--- config.mk ---
export PLATFORM = sky130hd
export DESIGN_NAME = xor_frame_checker_with_error_reply
export DESIGN_NICKNAME = d
export VERILOG_FILES = /design/src/hw/rtl/xfc_pkg.sv /design/src/hw/rtl/xfc_front.sv /design/src/hw/rtl/xfc_queue.sv /design/src/hw/rtl/xfc_back.sv /design/src/hw/rtl/xor_frame_checker_with_error_reply.sv
export SDC_FILE = /design/constraint.sdc
export NUM_CORES = 1
export LEC_CHECK = 0
export BUFFER_PORTS_ARGS = -buffer_cell sky130_fd_sc_hd__buf_2
export CORE_UTILIZATION = 35
export DETAILED_ROUTE_END_ITERATION = 6
export SYNTH_ARGS = -nofsm -noshare
export SYNTH_HDL_FRONTEND = slang
export SYNTH_SLANG_ARGS = --single-unit
--- constraint.sdc ---
create_clock -name clock -period 3.9 [get_ports clock]
set_clock_uncertainty 0.1 [all_clocks]
set_input_delay 0.195 -clock clock [delete_from_list [all_inputs] [get_ports clock]]
set_output_delay 0.195 -clock clock [all_outputs]
set_load 0.01 [all_outputs]
--- src/hw/rtl/xfc_pkg.sv ---
package xfc_pkg;

   localparam int MAX_FRAME = 64;
   localparam int COUNT_W = $clog2(MAX_FRAME + 1);
   localparam int MIN_FRAME = 10;

   localparam int QUEUE_DEPTH = 4;
   localparam int QUEUE_PTR_W = $clog2(QUEUE_DEPTH);
   localparam int QUEUE_CNT_W = $clog2(QUEUE_DEPTH + 1);

   localparam int REPLY_LEN = 12;
   localparam int REPLY_IDX_W = $clog2(REPLY_LEN);

   localparam logic [7:0] HEAD_0 = 8'h59;
   localparam logic [7:0] HEAD_1 = 8'h58;
   localparam logic [7:0] CHAR_CR = 8'h0D;
   localparam logic [7:0] CHAR_LF = 8'h0A;
   localparam logic [7:0] REPLY_CMD = 8'hBB;
   localparam logic [7:0] REPLY_LEN_BYTE = 8'h02;

   localparam logic [1:0] STATUS_OK = 2'd0;
   localparam logic [1:0] STATUS_RX_FAIL = 2'd1;
   localparam logic [1:0] STATUS_FORMAT = 2'd2;
   localparam logic [1:0] STATUS_CHECKSUM = 2'd3;

   typedef struct packed {
      logic [7:0] rx_byte;
      logic       end_of_frame;
      logic       timeout_event;
   } xfc_req_type;

   typedef struct packed {
      logic [1:0] status;
      logic [7:0] echo_command;
      logic [7:0] reply_byte;
      logic       reply_valid;
      logic       last_result;
   } xfc_rsp_type;

   typedef struct packed {
      logic [1:0] status;
      logic [7:0] echo;
   } xfc_verdict_type;

   localparam logic [REPLY_IDX_W-1:0] REPLY_LAST = REPLY_IDX_W'(REPLY_LEN - 1);

   function automatic logic [7:0] reply_byte_at(input logic [REPLY_IDX_W-1:0] idx,
                                                input logic [1:0] status,
                                                input logic [7:0] echo);
      logic [7:0] sum;
      logic [7:0] result;
      sum = HEAD_0 ^ HEAD_1 ^ REPLY_CMD ^ REPLY_LEN_BYTE ^ echo ^ {6'd0, status};
      unique case (idx)
         REPLY_IDX_W'(0):  result = HEAD_0;
         REPLY_IDX_W'(1):  result = HEAD_1;
         REPLY_IDX_W'(3):  result = REPLY_CMD;
         REPLY_IDX_W'(6):  result = REPLY_LEN_BYTE;
         REPLY_IDX_W'(7):  result = echo;
         REPLY_IDX_W'(8):  result = {6'd0, status};
         REPLY_IDX_W'(9):  result = sum;
         REPLY_IDX_W'(10): result = CHAR_CR;
         REPLY_IDX_W'(11): result = CHAR_LF;
         default:          result = 8'h00;
      endcase
      return result;
   endfunction

endpackage

--- src/hw/rtl/xfc_front.sv ---
module xfc_front
   import xfc_pkg::*;
(
   input  logic            clock,
   input  logic            reset,
   input  logic            accept,
   input  xfc_req_type     req_data,
   output logic            verdict_push,
   output xfc_verdict_type verdict
);

   logic [COUNT_W-1:0] cnt_ff, cnt_in;
   logic [7:0]         head_ff [4];
   logic [7:0]         head_in [4];
   logic [7:0]         tail_ff [3];
   logic [7:0]         tail_in [3];
   logic [7:0]         xor_ff, xor_in;
   logic [COUNT_W-1:0] cnt_nx;
   logic [7:0]         head_nx [4];
   logic [7:0]         tail_nx [3];
   logic [7:0]         xor_nx;
   logic               frame_end;

   // advance frame state by one byte
   always_comb begin
      cnt_nx  = cnt_ff;
      head_nx = head_ff;
      tail_nx = tail_ff;
      xor_nx  = xor_ff;
      if (cnt_ff < COUNT_W'(MAX_FRAME)) begin
         if (cnt_ff < COUNT_W'(4)) begin
            head_nx[cnt_ff[1:0]] = req_data.rx_byte;
         end
         xor_nx     = xor_ff ^ tail_ff[2];
         tail_nx[2] = tail_ff[1];
         tail_nx[1] = tail_ff[0];
         tail_nx[0] = req_data.rx_byte;
         cnt_nx     = cnt_ff + COUNT_W'(1);
      end
   end

   always_comb begin
      frame_end    = req_data.timeout_event || req_data.end_of_frame;
      verdict_push = accept && frame_end;
      verdict.echo = head_nx[3];
      priority if (req_data.timeout_event) begin
         verdict.status = STATUS_RX_FAIL;
         verdict.echo   = head_ff[2];
      end else if (cnt_nx < COUNT_W'(MIN_FRAME)) begin
         verdict.status = STATUS_RX_FAIL;
      end else if (head_nx[0] != HEAD_0 || head_nx[1] != HEAD_1) begin
         verdict.status = STATUS_FORMAT;
      end else if (tail_nx[1] != CHAR_CR || tail_nx[0] != CHAR_LF) begin
         verdict.status = STATUS_FORMAT;
      end else if (xor_nx != tail_nx[2]) begin
         verdict.status = STATUS_CHECKSUM;
      end else begin
         verdict.status = STATUS_OK;
      end
   end

   always_comb begin
      cnt_in  = cnt_ff;
      head_in = head_ff;
      tail_in = tail_ff;
      xor_in  = xor_ff;
      if (accept) begin
         if (frame_end) begin
            cnt_in  = '0;
            head_in = '{default: 8'h00};
            tail_in = '{default: 8'h00};
            xor_in  = 8'h00;
         end else begin
            cnt_in  = cnt_nx;
            head_in = head_nx;
            tail_in = tail_nx;
            xor_in  = xor_nx;
         end
      end
   end

   always_ff @(posedge clock) begin
      if (reset) begin
         cnt_ff  <= '0;
         head_ff <= '{default: 8'h00};
         tail_ff <= '{default: 8'h00};
         xor_ff  <= 8'h00;
      end else begin
         cnt_ff  <= cnt_in;
         head_ff <= head_in;
         tail_ff <= tail_in;
         xor_ff  <= xor_in;
      end
   end

endmodule

--- src/hw/rtl/xfc_queue.sv ---
module xfc_queue
   import xfc_pkg::*;
(
   input  logic            clock,
   input  logic            reset,
   input  logic            wr_en,
   input  xfc_verdict_type wr_data,
   output logic            q_full,
   input  logic            rd_en,
   output logic            q_empty,
   output xfc_verdict_type rd_data
);

   xfc_verdict_type        mem [QUEUE_DEPTH];
   logic [QUEUE_PTR_W-1:0] wr_ptr_ff, wr_ptr_in;
   logic [QUEUE_PTR_W-1:0] rd_ptr_ff, rd_ptr_in;
   logic [QUEUE_CNT_W-1:0] cnt_ff, cnt_in;
   logic                   do_wr;
   logic                   do_rd;

   assign q_full  = (cnt_ff == QUEUE_CNT_W'(QUEUE_DEPTH));
   assign q_empty = (cnt_ff == '0);
   assign rd_data = mem[rd_ptr_ff];
   assign do_wr   = wr_en && !q_full;
   assign do_rd   = rd_en && !q_empty;

   always_comb begin
      wr_ptr_in = do_wr ? wr_ptr_ff + QUEUE_PTR_W'(1) : wr_ptr_ff;
      rd_ptr_in = do_rd ? rd_ptr_ff + QUEUE_PTR_W'(1) : rd_ptr_ff;
      cnt_in    = cnt_ff;
      if (do_wr && !do_rd) begin
         cnt_in = cnt_ff + QUEUE_CNT_W'(1);
      end else if (!do_wr && do_rd) begin
         cnt_in = cnt_ff - QUEUE_CNT_W'(1);
      end
   end

   always_ff @(posedge clock) begin
      if (do_wr) begin
         mem[wr_ptr_ff] <= wr_data;
      end
   end

   always_ff @(posedge clock) begin
      if (reset) begin
         wr_ptr_ff <= '0;
         rd_ptr_ff <= '0;
         cnt_ff    <= '0;
      end else begin
         wr_ptr_ff <= wr_ptr_in;
         rd_ptr_ff <= rd_ptr_in;
         cnt_ff    <= cnt_in;
      end
   end

endmodule

--- src/hw/rtl/xfc_back.sv ---
module xfc_back
   import xfc_pkg::*;
(
   input  logic            clock,
   input  logic            reset,
   input  logic            q_empty,
   input  xfc_verdict_type verdict,
   output logic            q_pop,
   output logic            empty,
   input  logic            pop,
   output xfc_rsp_type     rsp_data
);

   logic [REPLY_IDX_W-1:0] idx_ff, idx_in;
   logic                   out_valid_ff, out_valid_in;
   xfc_rsp_type            rsp_ff, rsp_in;
   logic                   load;
   logic                   is_ok;
   logic                   is_last;

   assign load    = (!out_valid_ff || pop) && !q_empty;
   assign is_ok   = (verdict.status == STATUS_OK);
   assign is_last = is_ok || (idx_ff == REPLY_LAST);
   assign q_pop   = load && is_last;
   assign empty   = !out_valid_ff;
   assign rsp_data = rsp_ff;

   always_comb begin
      idx_in       = idx_ff;
      out_valid_in = out_valid_ff;
      rsp_in       = rsp_ff;
      if (pop && out_valid_ff) begin
         out_valid_in = 1'b0;
      end
      if (load) begin
         out_valid_in        = 1'b1;
         rsp_in.status       = verdict.status;
         rsp_in.echo_command = verdict.echo;
         rsp_in.reply_valid  = !is_ok;
         rsp_in.reply_byte   = is_ok ? 8'h00 : reply_byte_at(idx_ff, verdict.status, verdict.echo);
         rsp_in.last_result  = is_last;
         idx_in              = is_last ? '0 : idx_ff + REPLY_IDX_W'(1);
      end
   end

   always_ff @(posedge clock) begin
      if (reset) begin
         idx_ff       <= '0;
         out_valid_ff <= 1'b0;
      end else begin
         idx_ff       <= idx_in;
         out_valid_ff <= out_valid_in;
      end
      rsp_ff <= rsp_in;
   end

endmodule

--- src/hw/rtl/xor_frame_checker_with_error_reply.sv ---
// Path: a frame's last byte (or a timeout), once accepted, writes its verdict into the
//   queue; the output register loads the first result word from there when it is free.
// Throughput: one input word per cycle while the four-entry verdict queue has room;
//   results: one word per popped cycle; one for a good frame, twelve for an error reply.
// Reset: synchronous, active high; clears frame state, the queue and the output stage.
module xor_frame_checker_with_error_reply
   import xfc_pkg::*;
(
   input  logic        clock,
   input  logic        reset,
   input  logic        push,
   output logic        full,
   input  xfc_req_type req_data,
   output logic        empty,
   input  logic        pop,
   output xfc_rsp_type rsp_data
);

   logic            accept;
   logic            verdict_push;
   xfc_verdict_type verdict_wr;
   xfc_verdict_type verdict_rd;
   logic            q_full;
   logic            q_empty;
   logic            q_pop;

   assign full   = q_full;
   assign accept = push && !q_full;

   xfc_front u_front (
      .clock        (clock),
      .reset        (reset),
      .accept       (accept),
      .req_data     (req_data),
      .verdict_push (verdict_push),
      .verdict      (verdict_wr)
   );

   xfc_queue u_queue (
      .clock   (clock),
      .reset   (reset),
      .wr_en   (verdict_push),
      .wr_data (verdict_wr),
      .q_full  (q_full),
      .rd_en   (q_pop),
      .q_empty (q_empty),
      .rd_data (verdict_rd)
   );

   xfc_back u_back (
      .clock    (clock),
      .reset    (reset),
      .q_empty  (q_empty),
      .verdict  (verdict_rd),
      .q_pop    (q_pop),
      .empty    (empty),
      .pop      (pop),
      .rsp_data (rsp_data)
   );

endmodule

# Yosys cells after proc, flatten, opt, wreduce, memory -nomap -nowiden
# Memories as Yosys holds them, arrays and structs flattened. A register that Yosys moved wholly into a read port is not among the register bits.
# Index checks and enable logic that the tools add are counted.
# word_totals
word_cells,106
in_bits,14
ramBits,40
n_memories,1
out_inout_bits,22
ff_bits,103
# mem_list
name,words,width,read_ports,rd_clocked_by_memory_dff,write_ports,line,source
u_queue.mem,4,10,1,1,1,xfc_queue.sv:14,xfc_verdict_type mem [QUEUE_DEPTH];
# op_classes
bitwise_logic,4
n_reduce_logical,29
n_addsub,6
n_lt_le_gt_ge,5
mux,28
eq_ne,14
# ops
operator,n
$mux W32,3
$pmux W8 S9,1
$mux W24,2
$bwmux W32,1
$mux W8,4
$demux W8 S2,1
$eq A4 B4 Y1 const B,4
$ne A8 B4 Y1 const B,2
$ne A8 B7 Y1 const B,2
$mux W2,7
$mux W7,2
$logic_and A1 B1 Y1,10
$eq A4 B3 Y1 const B,2
$ne A8 B8 Y1,1
$reduce_bool A2 Y1,4
$xor A8 B2 Y8,1
$xor A8 B8 Y8,1
$add A7 B1 Y7 const B,1
$lt A7 B3 Y1 const B,1
$lt A7 B4 Y1 const B,1
$lt A7 B7 Y1 const B,1
$logic_not A1 Y1,6
$mux W3,2
$logic_or A1 B1 Y1,5
other kinds (17),21

# Depth between registers and ports, before layout
# depth
depth_word,13
mapped_depth,11
ltp_nobuf,10

# Cells and area by module
# Synthesis repeated with hierarchy kept, for this count alone.
# hier_totals
cells_unflattened,629
area_unflattened_um2,6672.6
# modules_own_cells
mod,n_inst,area_per_inst_um2,cells_per_inst,seq_area_each_um2
xfc_front,1,3513.4,412,1421.4
xfc_queue,1,1909.3,100,1381.3
xfc_back,1,1236.2,116,700.7
xor_frame_checker_with_error_reply,1,13.8,1,0.0

# Worst setup path before layout
# Ideal clock, no wire load.
# synth_timing
path_kind,register to register
startpoint,register u_queue.cnt_ff[0]
endpoint,register u_queue.cnt_ff[2]
path_stages_with_launch,10
arrival_time_ns,3.077
path_slack_ns,0.653
cell_sequence,dfxtp_1 nor3_1 a21oi_1 nand2_1 ha_1 inv_1 fa_1 xor2_1 or3_1 a21oi_1
# synth_via
elab_chain_len,8
elab_cells_between_ends,19
cone_classes,add/sub (2); eq/ne (1); mux (2); reduce/logical (14)
# synth_lines
item,line,source
start: declaration,xfc_queue.sv:17,"logic [QUEUE_CNT_W-1:0] cnt_ff, cnt_in;"
start signal: assignment,xfc_queue.sv:52,cnt_ff <= cnt_in;
$logic_not A3 Y1 *,xfc_queue.sv:22,assign q_empty = (cnt_ff == '0);
$logic_not A1 Y1 *,xfc_back.sv:21,assign load = (!out_valid_ff || pop) && !q_empty;
$logic_and A1 B1 Y1 *,xfc_back.sv:21,
via u_back.load,xfc_back.sv:17,logic load;
$logic_and A1 B1 Y1 *,xfc_back.sv:24,assign q_pop = load && is_last;
$logic_and A1 B1 Y1 *,xfc_queue.sv:25,assign do_rd = rd_en && !q_empty;
$logic_not A1 Y1,xfc_queue.sv:31,if (do_wr && !do_rd) begin
$logic_and A1 B1 Y1,xfc_queue.sv:31,
$mux W3 or $reduce_bool A2 Y1 (tied branches),n/a,
# The timed path passes the listed nets; every way through them passes the cells marked *. The select of a mux whose other input is x is not followed.
# A chain may end at the register's enable or synchronous reset.

# Worst setup path in the final report
# layout_timing
startpoint,register u_queue.cnt_ff[0]
endpoint,register u_queue.cnt_ff[2]
# layout_via
elab_chain_len,8
elab_cells_between_ends,19
cone_classes,add/sub (2); eq/ne (1); mux (2); reduce/logical (14)
# layout_lines
item,line,source
$eq A3 B3 Y1 *,xfc_queue.sv:21,assign q_full = (cnt_ff == QUEUE_CNT_W'(QUEUE_DEPTH));
$logic_not A1 Y1 *,"xfc_queue.sv:24, xor_frame_checker_with_error_reply.sv:28",
$logic_and A1 B1 Y1,xor_frame_checker_with_error_reply.sv:28,assign accept = push && !q_full;
$logic_and A1 B1 Y1,xfc_front.sv:44,verdict_push = accept && frame_end;
$logic_and A1 B1 Y1 *,xfc_queue.sv:24,assign do_wr = wr_en && !q_full;
via u_queue.do_wr,xfc_queue.sv:18,logic do_wr;
$logic_not A1 Y1,xfc_queue.sv:33,end else if (!do_wr && do_rd) begin
$logic_and A1 B1 Y1,xfc_queue.sv:33,
$reduce_bool A2 Y1 (no line),n/a,
# Marks and branches as above.

==> run summary <==
The achievable clock frequency is 0.338 GHz. The number of hold-slack violations in the final timing report came out at 0. The count of buffering cells on the critical path with inverters included came out at 1.

The design internal power is 2840 uW. The area inside the core boundary came out at 0.0188 mm^2. The adder-cell share of the synthesized area came out at 2.71%. The clock tree root buffer cell is sky130_fd_sc_hd__clkbuf_16. The worst slew slack as a fraction of its limit is 24.8%. The critical path goes through or3b_1 -> nand2_1 -> nor2_1 -> ha_1 -> inv_1 -> fa_1 -> xor2_1 -> or3_1 -> a21oi_1. In this run the static leakage power is 0.00270 uW.

The first-pass iteration count of the detailed router came out at 5. The wire-length estimate of the detail-placed layout is 9740 um. The transition time at the pin with the least slew margin is 1.13 ns. The share of post-route cells with drive strength above 1 is 18.4%.

The global-route wire length before repair is 23,500 um. The data required time of the critical path is 4.14 ns. The overall fraction of global-route tracks in use is 15.1%.

Summing every instance area after synthesis gives 0.00674 mm^2. For the worst setup path, the data arrival time is 3.19 ns. The effective utilization at floorplan is 35.9%.

The top cell types in the final layout, fill and taps aside, are sky130_fd_sc_hd__dfxtp_1, sky130_fd_sc_hd__nor2_1, sky130_fd_sc_hd__edfxtp_1. The number of sinks driven by the clock tree came out at 145. The number of cells produced by synthesis came out at 619. The later pin in the worst-skew pair is clocked with a latency of 0.41 ns.

The number of fillers in the final layout is 1,794. The pin count of the biggest net entering global routing is 62. The number of antenna violations at the first check in global routing is 0.

The CTS clock-pin slew for the worst setup and hold paths is 0.06 ns. The total negative setup slack came out at 0 ns. The run finished with clean final reports.

The final wirelength is 14,000 um. CTS built an H-tree with a depth of 4. Net switching is 25.9% of the power. The areal power density over the cells came out at 501 mW/mm^2. Combinational cells account for 13.7% of the total power. The worst register-to-register path begins at u_queue.cnt_ff[0]. The library cell used most frequently in the layout, excluding fill and tap cells, is sky130_fd_sc_hd__dfxtp_1.

The number of enable flip-flop cells after synthesis came out at 60. The area growth from synthesis to final layout came out at 13.6%. The number of top-level design ports came out at 36. The share of async-settable or async-resettable flops after synthesis is 0%.

The number of design rule violations left after detail routing is 0. The yosys synthesis warning count is 0. For this design, the slowest cell found on the critical path is sky130_fd_sc_hd__dfxtp_1. The gate family responsible for the most delay along the worst path is simple AND/OR/NAND/NOR gates.

Synthesis produced a netlist with a net count of 647. The average cell area after synthesis is 10.9 um^2. The number of setup violations in the final report came out at 0. The startpoint of the tightest hold check path is req_data[2]. Wire segments on met2 add up to 6860 um in the final route. The post-detailed-route count of antenna-violating nets is 0. The multiplexer share of the synthesized area is 5.13%. The switching power summed over all nets came out at 994 uW. The TritonCTS clock tree is built.

The number of port buffers is 35. The vertical extent of the die is 141 um. The count of different cell masters after synthesis came out at 69. Clock tree synthesis inserted a total of 17 buffers. The floorplan step set the die width to 141 um. Summing the areas of all compound-gate instances in the mapped netlist gives 15.8% of the synthesized area. The total met3 wirelength after detailed routing came out at 631 um.

The tightest min-delay check is of the in2reg type. The maximum buffer depth of the clock tree came out at 2. The number of synthesized register bits is 145. The clock network burns 40.3% of the power. The sequential share of the synthesized area came out at 52.0%. The worst-case setup margin in the final layout came out at 0.942 ns. The via count of the first global-routing pass came out at 4,813.

The initial DRC count came out at 253. The congestion estimate from routability-driven global placement came to 0.805. In the final routed layout, each cell accounts on average for 15.8 um. The register share of total power is 46.0%. The number of diodes added for antenna fixing came out at 0. The via count is 4,753. The worst IR drop on VDD came out at 0.297 mV. The most used flip-flop cell after synthesis is sky130_fd_sc_hd__dfxtp_1.

In this run the worst setup path begins at u_queue.cnt_ff[0]. The max-capacitance violation count is 0. For this block, wires on met1 add up to 6240 um. The post-CTS resize count came out at 0. After layout, the worst path uses 75.8% of the clock period. The detail-routed via count per cell came out at 5.36.

The clock period minus final worst setup slack came out at 2.96 ns. The final net count came out at 668. The floorplan has 50 rows.

The worst stage delay on the critical path came out at 0.42 ns. Of all nets on the critical path, the largest fanout is 15. After synthesis, the largest family of logic cells by area is simple AND/OR/NAND/NOR gates.

The fraction of the mapped netlist area in simple logic gates is 17.0%. Setup repair after global routing left no endpoint under its margin. The overflow left after global routing came out at 0.

The area of the die came out at 0.0198 mm^2. The kind of end point of the critical path is a flop. The count of final max-slew check failures came out at 0. The top layer reached by signal wires is met4. Prior to clock tree synthesis, the placed netlist has a worst setup slack of 0.988 ns. The critical path launch point type is a flop. The worst setup path is of the reg2reg kind. The xor-xnor portion of the synthesized cell area is 3.81%.
layout make-up:
type                    count  area, um^2  share of cell area (%)
flip-flops and latches    145        3500                    45.8
multi-input cells         419        3000                    39.2
repair buffers             41         223                    2.91
clock inverters            14         141                    1.85
clock buffers              18         429                    5.61
inverters                  16        60.1                   0.785
well taps                 234         293                    3.83
final timing paths:
path         slack (ns)  cells past startpoint             endpoint
max                0.94                      9    u_queue.cnt_ff[2]
min                0.04                      3   u_front.head_ff[8]
max reg2reg        0.94                      9    u_queue.cnt_ff[2]
min reg2reg        0.35                      2  u_front.head_ff[12]
worst reg2reg max path: stages (launching register included):
cell and delay (ns):
sky130_fd_sc_hd__dfxtp_1 0.42, sky130_fd_sc_hd__or3b_1 0.22, sky130_fd_sc_hd__nand2_1 0.39, sky130_fd_sc_hd__nor2_1 0.42, sky130_fd_sc_hd__ha_1 0.26, sky130_fd_sc_hd__inv_1 0.07, sky130_fd_sc_hd__fa_1 0.38, sky130_fd_sc_hd__xor2_1 0.17
sky130_fd_sc_hd__or3_1 0.32, sky130_fd_sc_hd__a21oi_1 0.14
sequential cells by signal, summed over array words and instances (netlist names), 2 cells and up, named ones only:
register,count
u_queue.mem,40
u_front.head_ff,32
u_front.tail_ff,24
u_back.rsp_data,20
u_front.xor_ff,8
u_front.cnt_ff,7
u_back.idx_ff,4
u_queue.cnt_ff,3
u_queue.rd_ptr_ff,2
u_queue.wr_ptr_ff,2
synth_stat cells, drive strengths merged, types with 12 or more instances:
library cell  instances  share of area, %
mux2i                12               1.8
nor2                 84               5.1
ha                   13               2.4
dfxtp                85                25
a22oi                50               6.2
inv                  16              0.89
nand3                22               1.8
nand2                27               1.5
clkbuf               28               1.6
nand3b               13               2.0
edfxtp               60                27
a21oi                43               3.2
o21ai                30               2.3
repair_timing:
item / CTS / global route
hold endpoints to repair: 1 / 0
buffers inserted: 0 / 0
hold buffers: 1 / 0
power groups by stage:
stage / Clock [uW] / Combinational (uW) / Sequential (uW)
3_3_place_gp: 0 / 517 / 1790
5_1_grt: 1650 / 590 / 1780
3_5_place_dp: 0 / 526 / 1800
6_report: 1550 / 525 / 1760
4_1_cts: 1580 / 529 / 1760
2_1_floorplan: 0 / 328 / 1820
through the flow:
stage / instance area (um^2) / utilization [%] / cells / hold WS, ns / total power (uW)
6_report: 7650 / 40.8 / 887 / 0.0427 / 3830
5_1_grt: 7650 / 40.8 / 887 / 0.0313 / 4020
4_1_cts: 7650 / 40.8 / 887 / 0.0250 / 3880
3_5_place_dp: 7070 / 37.7 / 854 / 0.345 / 2320
3_3_place_gp: 7070 / 37.7 / 854 / 0.340 / 2310
2_1_floorplan: 6740 / - / 619 / 0.245 / 2150
cells by family (layout without fill, tap and decap cells):
family	Yosys count	count (layout)
and+or+nand+nor	205	205
DFF	145	145
AOI/OAI and AO/OA	155	155
buffers and inverters	55	89
xor gates and xnor gates	23	23
muxes	22	22
adders and majority gates	14	14
routing by layer:
| metal | up-vias | track usage, % |
|---|---|---|
| met5 | - | 0 |
| met4 | 0 | 6.64 |
| met3 | 24 | 4.42 |
| met2 | 137 | 25.4 |
| met1 | 2271 | 17.9 |
| li1 | 2321 | - |
(Power assumes the default switching activity.)
